==> config.mk <==
export PLATFORM = sky130hd
export DESIGN_NAME = descending_sorted_rank_table_flat
export DESIGN_NICKNAME = d
export VERILOG_FILES = /design/src/rtl/drt_pkg.sv /design/src/rtl/drt_cmd_if.sv /design/src/rtl/drt_rsp_if.sv /design/src/rtl/drt_ctrl.sv /design/src/rtl/drt_datapath.sv /design/src/rtl/descending_sorted_rank_table.sv /design/src/flat_wrapper.sv
export SDC_FILE = /design/constraint.sdc
export NUM_CORES = 1
export LEC_CHECK = 0
export ABC_AREA = 1
export BUFFER_PORTS_ARGS = -buffer_cell sky130_fd_sc_hd__buf_2
export CAP_MARGIN = 20
export CORE_MARGIN = 3
export CORE_UTILIZATION = 60
export DETAILED_ROUTE_END_ITERATION = 10
export GPL_ROUTABILITY_DRIVEN = 0
export PLACE_DENSITY = 0.81
export SYNTH_ARGS = -nofsm -noshare
export SYNTH_HDL_FRONTEND = slang
export SYNTH_SLANG_ARGS = --single-unit
==> constraint.sdc <==
create_clock -name clk -period 13.2 [get_ports clk]
set_clock_uncertainty 0.1 [all_clocks]
set_input_delay 0.66 -clock clk [delete_from_list [all_inputs] [get_ports clk]]
set_output_delay 0.66 -clock clk [all_outputs]
set_load 0.01 [all_outputs]
==> src/rtl/drt_pkg.sv <==
package drt_pkg;

    localparam int CAPACITY_DEF = 64;

    localparam int MODE_W  = 1;
    localparam int RANK_W  = 4;
    localparam int SUIT_W  = 2;
    localparam int ENTRY_W = RANK_W + SUIT_W;
    localparam int STAT_W  = 2;
    localparam int COUNT_W = 7;

    localparam logic [MODE_W-1:0] MODE_INSERT = 1'b0;
    localparam logic [MODE_W-1:0] MODE_REMOVE = 1'b1;

    typedef enum logic [STAT_W-1:0] {
        ST_DONE = 2'd0,
        ST_MISS = 2'd1,
        ST_FULL = 2'd2
    } status_t;

    typedef struct packed {
        logic    load;
        logic    start;
        logic    down;
        logic    shift;
        logic    put_new;
        logic    put_head;
        logic    mark_found;
        logic    finish;
        status_t code;
    } ctl_cmd_t;

    typedef struct packed {
        logic empty;
        logic full;
        logic pend;
        logic d_valid;
        logic d_last;
        logic d_lower;
        logic d_match;
        logic found;
        logic is_remove;
    } dp_sts_t;

endpackage

==> src/rtl/drt_cmd_if.sv <==
interface drt_cmd_if;
    logic                        valid;
    logic                        ready;
    logic [drt_pkg::MODE_W-1:0]  mode;
    logic [drt_pkg::RANK_W-1:0]  card_rank;
    logic [drt_pkg::SUIT_W-1:0]  card_suit;

    modport source (output valid, output mode, output card_rank, output card_suit,
                    input ready);
    modport sink   (input valid, input mode, input card_rank, input card_suit,
                    output ready);
endinterface

==> src/rtl/drt_rsp_if.sv <==
interface drt_rsp_if;
    logic                         valid;
    logic                         ready;
    logic [drt_pkg::STAT_W-1:0]   status;
    logic [drt_pkg::COUNT_W-1:0]  entry_count;

    modport source (output valid, output status, output entry_count, input ready);
    modport sink   (input valid, input status, input entry_count, output ready);
endinterface

==> src/rtl/drt_ctrl.sv <==
module drt_ctrl (
    input  logic                        clk,
    input  logic                        rst_n,
    input  logic                        in_valid,
    output logic                        in_ready,
    input  logic [drt_pkg::MODE_W-1:0]  in_mode,
    input  drt_pkg::dp_sts_t            sts,
    output drt_pkg::ctl_cmd_t           ctl
);

    typedef enum logic [2:0] {
        S_IDLE = 3'b001,
        S_SCAN = 3'b010,
        S_HEAD = 3'b100
    } state_t;

    state_t state_reg;
    state_t state_next;
    logic   fire;

    assign in_ready = (state_reg == S_IDLE) && !sts.pend;
    assign fire     = in_valid && in_ready;

    always_comb
    begin
        ctl        = '0;
        ctl.code   = drt_pkg::ST_DONE;
        state_next = state_reg;
        unique case (state_reg)
            S_IDLE:
            begin
                if (fire)
                begin
                    ctl.load = 1'b1;
                    if (in_mode == drt_pkg::MODE_INSERT)
                    begin
                        if (sts.full)
                        begin
                            ctl.finish = 1'b1;
                            ctl.code   = drt_pkg::ST_FULL;
                        end
                        else if (sts.empty)
                        begin
                            state_next = S_HEAD;
                        end
                        else
                        begin
                            ctl.start  = 1'b1;
                            ctl.down   = 1'b1;
                            state_next = S_SCAN;
                        end
                    end
                    else
                    begin
                        if (sts.empty)
                        begin
                            ctl.finish = 1'b1;
                            ctl.code   = drt_pkg::ST_MISS;
                        end
                        else
                        begin
                            ctl.start  = 1'b1;
                            state_next = S_SCAN;
                        end
                    end
                end
            end
            S_SCAN:
            begin
                if (sts.d_valid)
                begin
                    if (!sts.is_remove)
                    begin
                        if (sts.d_lower)
                        begin
                            ctl.shift = 1'b1;
                            if (sts.d_last)
                            begin
                                state_next = S_HEAD;
                            end
                        end
                        else
                        begin
                            ctl.put_new = 1'b1;
                            ctl.finish  = 1'b1;
                            ctl.code    = drt_pkg::ST_DONE;
                            state_next  = S_IDLE;
                        end
                    end
                    else
                    begin
                        if (!sts.found && sts.d_match)
                        begin
                            ctl.mark_found = 1'b1;
                        end
                        else if (sts.found)
                        begin
                            ctl.shift = 1'b1;
                        end
                        if (sts.d_last)
                        begin
                            ctl.finish = 1'b1;
                            ctl.code   = (sts.found || sts.d_match) ? drt_pkg::ST_DONE
                                                                   : drt_pkg::ST_MISS;
                            state_next = S_IDLE;
                        end
                    end
                end
            end
            S_HEAD:
            begin
                ctl.put_head = 1'b1;
                ctl.finish   = 1'b1;
                ctl.code     = drt_pkg::ST_DONE;
                state_next   = S_IDLE;
            end
            default:
            begin
                state_next = S_IDLE;
            end
        endcase
    end

    always_ff @(posedge clk or negedge rst_n)
    begin
        if (!rst_n)
        begin
            state_reg <= S_IDLE;
        end
        else
        begin
            state_reg <= state_next;
        end
    end

endmodule

==> src/rtl/drt_datapath.sv <==
module drt_datapath #(
    parameter int CAPACITY = drt_pkg::CAPACITY_DEF
) (
    input  logic                         clk,
    input  logic                         rst_n,
    input  drt_pkg::ctl_cmd_t            ctl,
    output drt_pkg::dp_sts_t             sts,
    input  logic [drt_pkg::MODE_W-1:0]   in_mode,
    input  logic [drt_pkg::RANK_W-1:0]   in_rank,
    input  logic [drt_pkg::SUIT_W-1:0]   in_suit,
    input  logic                         out_ready,
    output logic                         out_valid,
    output logic [drt_pkg::STAT_W-1:0]   out_status,
    output logic [drt_pkg::COUNT_W-1:0]  out_count
);

    localparam int IW = $clog2(CAPACITY);
    localparam int CW = $clog2(CAPACITY + 1);

    logic [drt_pkg::ENTRY_W-1:0] entry_mem_reg [CAPACITY];

    logic [CW-1:0]                count_reg;
    logic [CW-1:0]                count_next;
    logic [CW-1:0]                count_m1;
    logic [IW-1:0]                ptr_reg;
    logic                         issue_reg;
    logic                         issue_last;
    logic                         d_valid_reg;
    logic                         d_last_reg;
    logic [IW-1:0]                d_addr_reg;
    logic [drt_pkg::ENTRY_W-1:0]  rd_data_reg;
    logic                         found_reg;
    logic [drt_pkg::MODE_W-1:0]   mode_reg;
    logic [drt_pkg::RANK_W-1:0]   rank_reg;
    logic [drt_pkg::SUIT_W-1:0]   suit_reg;

    logic                         out_valid_reg;
    logic [drt_pkg::STAT_W-1:0]   out_status_reg;
    logic [drt_pkg::COUNT_W-1:0]  out_count_reg;
    logic                         pend_valid_reg;
    logic [drt_pkg::STAT_W-1:0]   pend_status_reg;
    logic [drt_pkg::COUNT_W-1:0]  pend_count_reg;

    logic                         down;
    logic                         wr_en;
    logic [IW-1:0]                wr_addr;
    logic [drt_pkg::ENTRY_W-1:0]  wr_data;
    logic [drt_pkg::ENTRY_W-1:0]  new_entry;
    logic [CW+drt_pkg::COUNT_W-1:0] count_wide;
    logic                         out_free;

    assign count_m1   = count_reg - CW'(1);
    assign down       = (mode_reg == drt_pkg::MODE_INSERT);
    assign issue_last = down ? (ptr_reg == '0) : (CW'(ptr_reg) == count_m1);
    assign new_entry  = {rank_reg, suit_reg};
    assign out_free   = !out_valid_reg || out_ready;

    assign sts.empty     = (count_reg == '0);
    assign sts.full      = (count_reg == CW'(CAPACITY));
    assign sts.pend      = pend_valid_reg;
    assign sts.d_valid   = d_valid_reg;
    assign sts.d_last    = d_last_reg;
    assign sts.d_lower   = (rd_data_reg[drt_pkg::ENTRY_W-1:drt_pkg::SUIT_W] < rank_reg);
    assign sts.d_match   = (rd_data_reg[drt_pkg::ENTRY_W-1:drt_pkg::SUIT_W] == rank_reg);
    assign sts.found     = found_reg;
    assign sts.is_remove = (mode_reg == drt_pkg::MODE_REMOVE);

    always_comb
    begin
        wr_en   = 1'b0;
        wr_addr = d_addr_reg + IW'(1);
        wr_data = new_entry;
        if (ctl.shift)
        begin
            wr_en   = 1'b1;
            wr_addr = down ? (d_addr_reg + IW'(1)) : (d_addr_reg - IW'(1));
            wr_data = rd_data_reg;
        end
        else if (ctl.put_new)
        begin
            wr_en = 1'b1;
        end
        else if (ctl.put_head)
        begin
            wr_en   = 1'b1;
            wr_addr = '0;
        end
    end

    always_comb
    begin
        count_next = count_reg;
        if (ctl.finish && (ctl.code == drt_pkg::ST_DONE))
        begin
            count_next = down ? (count_reg + CW'(1)) : count_m1;
        end
    end

    assign count_wide = {{drt_pkg::COUNT_W{1'b0}}, count_next};

    // table storage and registered read port
    always_ff @(posedge clk)
    begin
        if (wr_en)
        begin
            entry_mem_reg[wr_addr] <= wr_data;
        end
        if (issue_reg)
        begin
            rd_data_reg <= entry_mem_reg[ptr_reg];
        end
        d_addr_reg <= ptr_reg;
        d_last_reg <= issue_last;
        if (ctl.load)
        begin
            mode_reg <= in_mode;
            rank_reg <= in_rank;
            suit_reg <= in_suit;
        end
        if (ctl.start)
        begin
            ptr_reg <= ctl.down ? count_m1[IW-1:0] : '0;
        end
        else if (issue_reg)
        begin
            ptr_reg <= down ? (ptr_reg - IW'(1)) : (ptr_reg + IW'(1));
        end
    end

    always_ff @(posedge clk or negedge rst_n)
    begin
        if (!rst_n)
        begin
            count_reg   <= '0;
            issue_reg   <= 1'b0;
            d_valid_reg <= 1'b0;
            found_reg   <= 1'b0;
        end
        else
        begin
            count_reg   <= count_next;
            d_valid_reg <= issue_reg && !ctl.finish;
            if (ctl.start)
            begin
                issue_reg <= 1'b1;
            end
            else if (ctl.finish || (issue_reg && issue_last))
            begin
                issue_reg <= 1'b0;
            end
            if (ctl.start)
            begin
                found_reg <= 1'b0;
            end
            else if (ctl.mark_found)
            begin
                found_reg <= 1'b1;
            end
        end
    end

    // result register with one holding stage behind it
    always_ff @(posedge clk or negedge rst_n)
    begin
        if (!rst_n)
        begin
            out_valid_reg  <= 1'b0;
            pend_valid_reg <= 1'b0;
        end
        else
        begin
            if (ctl.finish)
            begin
                if (out_free && !pend_valid_reg)
                begin
                    out_valid_reg <= 1'b1;
                end
                else
                begin
                    pend_valid_reg <= 1'b1;
                end
            end
            else if (pend_valid_reg && out_free)
            begin
                out_valid_reg  <= 1'b1;
                pend_valid_reg <= 1'b0;
            end
            else if (out_valid_reg && out_ready)
            begin
                out_valid_reg <= 1'b0;
            end
        end
    end

    always_ff @(posedge clk)
    begin
        if (ctl.finish)
        begin
            if (out_free && !pend_valid_reg)
            begin
                out_status_reg <= ctl.code;
                out_count_reg  <= count_wide[drt_pkg::COUNT_W-1:0];
            end
            else
            begin
                pend_status_reg <= ctl.code;
                pend_count_reg  <= count_wide[drt_pkg::COUNT_W-1:0];
            end
        end
        else if (pend_valid_reg && out_free)
        begin
            out_status_reg <= pend_status_reg;
            out_count_reg  <= pend_count_reg;
        end
    end

    assign out_valid  = out_valid_reg;
    assign out_status = out_status_reg;
    assign out_count  = out_count_reg;

endmodule

==> src/rtl/descending_sorted_rank_table.sv <==
// Keeps up to CAPACITY (rank, suit) entries in descending rank order, equal ranks in
// arrival order, in a single table memory with one write and one registered read port.
// Each command transaction (insert or remove) returns one response transaction with a
// status and the count held afterwards. The table is scanned one entry per cycle:
// an insert walks up from the tail past the held entries ranked below the new one,
// moving each of them one place; a remove walks the whole held range. An insert into
// a full table or a remove from an empty one is finished in the accepting cycle, with
// no scan. One finished response may wait on the response channel while the next
// command is taken.
module descending_sorted_rank_table #(
    parameter int CAPACITY = drt_pkg::CAPACITY_DEF
) (
    input  logic        clk,
    input  logic        rst_n,
    drt_cmd_if.sink     cmd,
    drt_rsp_if.source   rsp
);

    drt_pkg::ctl_cmd_t ctl;
    drt_pkg::dp_sts_t  sts;

    drt_ctrl u_ctrl (
        .clk      (clk),
        .rst_n    (rst_n),
        .in_valid (cmd.valid),
        .in_ready (cmd.ready),
        .in_mode  (cmd.mode),
        .sts      (sts),
        .ctl      (ctl)
    );

    drt_datapath #(
        .CAPACITY (CAPACITY)
    ) u_datapath (
        .clk        (clk),
        .rst_n      (rst_n),
        .ctl        (ctl),
        .sts        (sts),
        .in_mode    (cmd.mode),
        .in_rank    (cmd.card_rank),
        .in_suit    (cmd.card_suit),
        .out_ready  (rsp.ready),
        .out_valid  (rsp.valid),
        .out_status (rsp.status),
        .out_count  (rsp.entry_count)
    );

endmodule

==> src/flat_wrapper.sv <==
// flat-port wrapper written by rule: the top's interface ports become plain ports
module descending_sorted_rank_table_flat 
#(
    parameter int CAPACITY = drt_pkg::CAPACITY_DEF
)
  (clk, rst_n, cmd_valid, cmd_mode, cmd_card_rank, cmd_card_suit, cmd_ready, rsp_valid, rsp_status, rsp_entry_count, rsp_ready);
  drt_cmd_if cmd_i ();
  drt_rsp_if rsp_i ();
  input  logic clk;
  input  logic rst_n;
  input wire logic [$bits(cmd_i.valid)-1:0] cmd_valid;
  input wire logic [$bits(cmd_i.mode)-1:0] cmd_mode;
  input wire logic [$bits(cmd_i.card_rank)-1:0] cmd_card_rank;
  input wire logic [$bits(cmd_i.card_suit)-1:0] cmd_card_suit;
  output wire logic [$bits(cmd_i.ready)-1:0] cmd_ready;
  output wire logic [$bits(rsp_i.valid)-1:0] rsp_valid;
  output wire logic [$bits(rsp_i.status)-1:0] rsp_status;
  output wire logic [$bits(rsp_i.entry_count)-1:0] rsp_entry_count;
  input wire logic [$bits(rsp_i.ready)-1:0] rsp_ready;
  assign cmd_i.valid = cmd_valid;
  assign cmd_i.mode = cmd_mode;
  assign cmd_i.card_rank = cmd_card_rank;
  assign cmd_i.card_suit = cmd_card_suit;
  assign cmd_ready = cmd_i.ready;
  assign rsp_valid = rsp_i.valid;
  assign rsp_status = rsp_i.status;
  assign rsp_entry_count = rsp_i.entry_count;
  assign rsp_i.ready = rsp_ready;
  descending_sorted_rank_table #(.CAPACITY(CAPACITY)) u_core (.clk(clk), .rst_n(rst_n), .cmd(cmd_i), .rsp(rsp_i));
endmodule
# ---- After elaboration in Yosys (flattened, before gate mapping)
# Memories as Yosys holds them, arrays and structs flattened. A register that Yosys moved wholly into a read port is not among the register bits.
# Cells that the tools add are included.
# W data, S select, Z words.
dict set report totals {
  reg_bits 53
  ramBits 384
  inputBits 11
  out_inout_bits 11
  wordCells 143
  mem_count 1
}
dict set report classes {
  add_sub_neg 6
  n_lt_le_gt_ge 1
  n_eq_ne 14
  mux 74
  bitwise_logic 1
  reduce_logical 29
}
# memory depth word_bits read_ports rd_clocked_by_memory_dff write_ports line_no
set mem_list {}
lappend mem_list {u_core.u_datapath.entry_mem_reg 64 6 1 1 1 drt_datapath.sv:20} ;# logic [drt_pkg::ENTRY_W-1:0] entry_mem_reg [CAPACITY];
# operator n
set ops {}
lappend ops {{$mux W3} 19}
lappend ops {{$mux W6} 9}
lappend ops {{$mux W7} 5}
lappend ops {{$mux W1} 31}
lappend ops {{$mux W2} 7}
lappend ops {{$add A6 B1 Y6 const B} 2}
lappend ops {{$ne A3 B3 Y1 const B} 4}
lappend ops {{$sub A6 B1 Y6 const B} 2}
lappend ops {{$logic_and A1 B1 Y1} 9}
lappend ops {{$pmux W3 S3} 1}
lappend ops {{$reduce_and A2 Y1} 4}
lappend ops {{$reduce_bool A2 Y1} 4}
lappend ops {{$add A7 B1 Y7 const B} 1}
lappend ops {{$eq A6 B7 Y1} 1}
lappend ops {{$eq A7 B7 Y1 const B} 1}
lappend ops {{$logic_not A7 Y1} 1}
lappend ops {{$sub A7 B1 Y7 const B} 1}
lappend ops {{$logic_not A6 Y1} 1}
lappend ops {{$ne A2 B2 Y1 const B} 3}
lappend ops {{$pmux W3 S2} 1}
lappend ops {{$reduce_and A6 Y1} 1}
lappend ops {{$eq A4 B4 Y1} 1}
lappend ops {{$logic_not A1 Y1} 4}
lappend ops {{$lt A4 B4 Y1} 1}
lappend ops {{other kinds (9)} 11}

# ---- Longest topological paths before layout
dict set report logic_depth {
  depth_word 12
  depth_mapped 15
  ltp_nobuf 15
}

# ---- Modules after synthesis
# A second synthesis with hierarchy kept.
dict set report unflattened {
  cells_unflattened 1415
  area_unflattened_um2 14388.8
}
# module n_inst cells_per_inst area_per_inst_um2 seq_area_each_um2
set by_module_without_submodules {}
lappend by_module_without_submodules {drt_datapath 1 1356 14024.7 9118.7}
lappend by_module_without_submodules {drt_ctrl 1 59 364.1 76.3}

# ---- Worst setup path after synthesis
# Ideal clock, no wire load.
dict set report synth_timing {
  path_kind {reg-to-reg}
  startpoint {reg u_core.u_datapath.rd_data_reg[5] (netlist name) (read register of u_core.u_datapath.entry_mem_reg)}
  endpoint {mem u_core.u_datapath.entry_mem_reg[0][3] (netlist name), data pin}
  setup_ps 702
  t_arrival_ps 3670
  required_ps 12398
  slack_ps 8728
  path_stages_with_launch 10
  path_buffers 0
  synth_period_minus_slack_ps 4472
  path_cell_list {edfxtp_1 > ha_1 > nand2_1 > inv_1 > nand2_1 > nand2_1 > nand2_1 > nand2_2 > inv_2 > o21ai_0}
}
dict set report synth_via {
  elab_chain_len 7
  elab_cells_between_ends 9
  cone_classes {order compare: 1; eq/ne: 1; mux: 6; reduce/logical: 1}
}
# element line_no
set synth_rtl {}
lappend synth_rtl {{start: declaration} drt_datapath.sv:31} ;# logic [drt_pkg::ENTRY_W-1:0] rd_data_reg;
lappend synth_rtl {{parallel branches: the longest is 3 deep, another holds $lt A4 B4 Y1} n/a}
lappend synth_rtl {{$mux W1 *} drt_ctrl.sv:72} ;# if (!sts.is_remove)
lappend synth_rtl {{$mux W2 *} drt_ctrl.sv:70} ;# if (sts.d_valid)
lappend synth_rtl {{$mux W2 *} drt_ctrl.sv:29} ;# unique case (state_reg)
lappend synth_rtl {{$mux W6 *} drt_datapath.sv:73} ;# if (ctl.shift)
lappend synth_rtl {{net u_core.u_datapath.wr_data, one bit} drt_datapath.sv:47} ;# logic [drt_pkg::ENTRY_W-1:0] wr_data;
lappend synth_rtl {{end: declaration} drt_datapath.sv:20}
# Mark *: on every way through the listed nets, which the timed path passes.

# ---- Final worst setup path
dict set report layout_timing {
  startpoint {reg u_core.u_datapath.mode_reg}
  endpoint {reg u_core.u_datapath.out_count_reg (netlist bit u_core.u_datapath.out_count[3]) (enable)}
}
dict set report layout_via {
  elab_chain_len 5
  elab_cells_between_ends 6
  cone_classes {eq/ne: 1; mux: 3; reduce/logical: 2}
}
# element line_no
set layout_rtl {}
lappend layout_rtl {{start: declaration} drt_datapath.sv:33} ;# logic [drt_pkg::MODE_W-1:0] mode_reg;
lappend layout_rtl {{start signal: assignment} drt_datapath.sv:116} ;# mode_reg <= in_mode;
lappend layout_rtl {{$mux W3 *} drt_ctrl.sv:72}
lappend layout_rtl {{$mux W4 *} drt_ctrl.sv:70}
lappend layout_rtl {{$pmux W3 S3 *} drt_ctrl.sv:29}
lappend layout_rtl {{$ne A2 B1 Y1 (no line) / $reduce_bool A2 Y1 (equally long branches)} n/a}
lappend layout_rtl {{$reduce_and A2 Y1 (no line) *} n/a}
lappend layout_rtl {{end signal: assignment} drt_datapath.sv:202} ;# out_count_reg <= count_wide[drt_pkg::COUNT_W-1:0];
lappend layout_rtl {{end signal: assignment} drt_datapath.sv:213} ;# out_count_reg <= pend_count_reg;
lappend layout_rtl {{end: declaration} drt_datapath.sv:39} ;# logic [drt_pkg::COUNT_W-1:0] out_count_reg;
# Every way passes the cells marked *; elsewhere a longest branch is shown, timed or not.
# A chain may end at the register's enable or synchronous reset.

==> flow_metrics.env <==
export IMPL_status="complete, no violations"
export IMPL_row_count=55
export IMPL_postSynthCellCount=1292
export IMPL_worst_ir_drop_vdd_uv=143.2
export IMPL_global_routing_s_busiest_layer="met2"
export IMPL_grt_pass1_vias=9255
export IMPL_synth_top_area_frac=0.6235
export IMPL_finalSetupTns_ns=0
export IMPL_synth_area_leader_cell="edfxtp_1"
export IMPL_cts_htree_levels=1
export IMPL_worst_hold_path_type="in -> reg"
export IMPL_ctsRootBufferMaster="clkbuf_16"
export IMPL_max_clock_path_buffers=3
export IMPL_place_inst=1552
export IMPL_clock_fmax_mhz=300.2
export IMPL_fin_nets=1326
export IMPL_compound_gate_portion_of_the_synthesized_area=0.08467
export IMPL_cts_reportedPaths_clkPinSlew_ns=0.06
export IMPL_synth_cells_most_frequent="296 x nand2_1, 289 x edfxtp_1, 187 x nor2_1"
export IMPL_final_hold_viol_count=0
export IMPL_cts_buffers=31
export IMPL_core_region_area_um2=22710
export IMPL_cell_with_the_most_instances_after_synthesis="nand2_1"
export IMPL_synthAdderAreaFrac=0.01222
export IMPL_timing_critical_path_from_type="flop"
export IMPL_power_density_nw_per_um2=219.8
export IMPL_yosys_mux_area_fraction=0.0007191
export IMPL_hold_slack_ns=0.1833
export IMPL_finished_layout_cells=1609
export IMPL_clk_latency_ns=0.56
export IMPL_via_per_inst=5.898
export IMPL_antenna_cells_inserted=0
export IMPL_route_final_wire_length_um=30380
export IMPL_yosys_warnings=0
export IMPL_floorplan_io_pins=22
export IMPL_synth_yosys_seq_area_share=0.6606
export IMPL_use_met1=0.3316
export IMPL_num_clock_sinks=311
export IMPL_vias=9490
export IMPL_final_max_slew_viol_count=0
export IMPL_report_final_setup_viol=0
export IMPL_final_period_minus_worst_setup_slack_ns=3.331
export IMPL_grt_start_max_net_pins=128
export IMPL_timing_critical_path_arrival_ns=3.41
export IMPL_die_w_um=158.3
export IMPL_cts_tree="built"
export IMPL_die_area_um2=25060
export IMPL_syn_mean_instance_area_um2=10.77
export IMPL_path_class="reg -> reg"
export IMPL_yosys_cell_types_count=46
export IMPL_total_power_mw=3.335
export IMPL_io_buffers=19
export IMPL_postCtsSetupBuffers=0
export IMPL_finalCoreUtilization=0.6682
export IMPL_synth_edff_count=289
export IMPL_area_growth_pct=9.007
export IMPL_drc=0
export IMPL_synth_simple_gate_area_share=0.1950
export IMPL_detailedRoute_firstIterationViolations=912
export IMPL_wire_length_of_the_first_global_routing_pass_um=47820
export IMPL_xor_and_xnor_area_share_after_synthesis=0.009798
export IMPL_avgRoutedWirePerCell_um=18.88
export IMPL_share_of_final_layout_standard_cells_stronger_than_drive_strength_1=0.1020
export IMPL_route_antenna_remaining_nets=0
export IMPL_yosys_most_used_dff="edfxtp_1"
export IMPL_synth_nets=1316
export IMPL_overflow=0
export IMPL_use_met2=0.4033
export IMPL_worst_endpoint_required_ns=13.28
export IMPL_floorplan_die_height_um=158.3
export IMPL_grt_met3_usage=0.04730
export IMPL_syn_area_um2=13920
export IMPL_ys_top_cells_by_area="edfxtp_1 62%, nand2_1 8.0%, nor2_1 5.0%, o21ai_0 3.9%, dfrtp_1 2.5%"
export IMPL_setup_repair_after_global_routing_missed_its_margin="no"
export IMPL_worst_setup_path_end_kind="flop"
export IMPL_maxCapViolCount=0
export IMPL_multi_input_comb_area_um2=4254
export IMPL_groute_usage_overall=0.2463
export IMPL_num_fill_cells=1598
export IMPL_fin_crit_sh=0.2523
export IMPL_leakage_power_total_nw=5.711
export IMPL_final_seq_area_um2=9195
export IMPL_synth_seq_cells=311
export IMPL_largest_reg_flops=256
export IMPL_worst_slew_pin_slew_ns=0.9916
export IMPL_asyncSetResetFlopFracSynth=0.04823
export IMPL_combinational_family_with_the_most_area_after_synthesis="simple AND/OR/NAND/NOR gates"
export IMPL_slew_headroom=0.3389
export IMPL_detailedPlacementHpwl_um=18080
export IMPL_critical_path_fanout_max=20
export IMPL_initial_antenna_violation_count=0
export IMPL_drt_pre_antenna_iters=8
export IMPL_initial_core_util=0.6129
## path summary, 6_finish.rpt
check / start / to / slack (ns) / cells past startpoint
max in group asynchronous: rst_n / u_core.u_ctrl.state_reg[0]$_DFFE_PN1P_ / 12.23 / 2
worst max register to register: u_core.u_datapath.mode_reg$_DFFE_PP_ / u_core.u_datapath.out_count[3]$_DFFE_PP_ / 9.87 / 7
worst max-delay path: u_core.u_datapath.mode_reg$_DFFE_PP_ / u_core.u_datapath.out_count[3]$_DFFE_PP_ / 9.87 / 7
worst min register to register: u_core.u_datapath.out_valid$_DFFE_PN0P_ / u_core.u_datapath.out_valid$_DFFE_PN0P_ / 0.41 / 2
min in group asynchronous: rst_n / u_core.u_datapath.issue_reg$_DFFE_PN0P_ / 0.46 / 2
worst min-delay path: cmd_card_rank[0] / u_core.u_datapath.rank_reg[0]$_DFFE_PP_ / 0.18 / 1
## metrics by stage
stage          setup WS [ns]  area [µm²]
3_5_place_dp           9.884       14260
5_1_grt                9.550       15170
2_1_floorplan          8.728       13920
6_report               9.869       15170
4_1_cts                9.869       15150
3_3_place_gp           9.928       14260
## where the power goes
group	switching [mW]	total, mW	internal (mW)
registers	0.0741	1.29	1.22
clock network	0.343	0.773	0.430
logic	0.917	1.27	0.352
total	1.33	3.33	2.00
## layout make-up
cell class | instances | share of cell area
repair buffers | 30 | 0.01319
flip-flops and latches | 311 | 0.6060
clock buffers | 43 | 0.05409
well taps | 285 | 0.02350
inverters | 76 | 0.01905
clock inverters | 12 | 0.003793
multi-input cells | 852 | 0.2804
## critical path, cell delays in order (launching register included)
cell and delay (ns):
edfxtp_1 0.62, inv_1 0.63, nand3_1 0.26, nand2_1 0.17
nand3_4 0.25, nand2_2 0.19, inv_2 0.13, nor2_1 0.60
## placed cells by master (no fill, tap or decap), drive strengths merged, types with 2 or more instances in the layout
cell type	count
edfxtp	289
clkinv	12
ha	12
or2	3
nor2	201
buf	29
o21ai	112
a21boi	11
xnor2	5
nand3	68
inv	75
a21oi	56
nand3b	5
o22ai	31
o211ai	2
dfrtp	14
xor2	8
nor3	6
nand2	313
nand4	8
dfxtp	7
clkbuf	43
and2	4
## layer usage
layer  vias up  share of wire
li1       4481              -
met3        84          0.093
met2       467           0.48
met1      4458           0.40
met4         0          0.025
met5         -              0
## cells by family after synthesis
kind of cell / Yosys count
compound gates: 215
xor+xnor: 14
fa+ha+maj: 13
buf+inv: 129
flops: 311
mux: 1
simple gates: 609
## what timing repair did
| action | 4_1_cts | 5_1_grt |
|---|---|---|
| endpoints found under the hold margin | 14 | 0 |
| hold buffers | 1 | 0 |
| resized for setup | 0 | 0 |
Power figures use the tool's default switching activity.
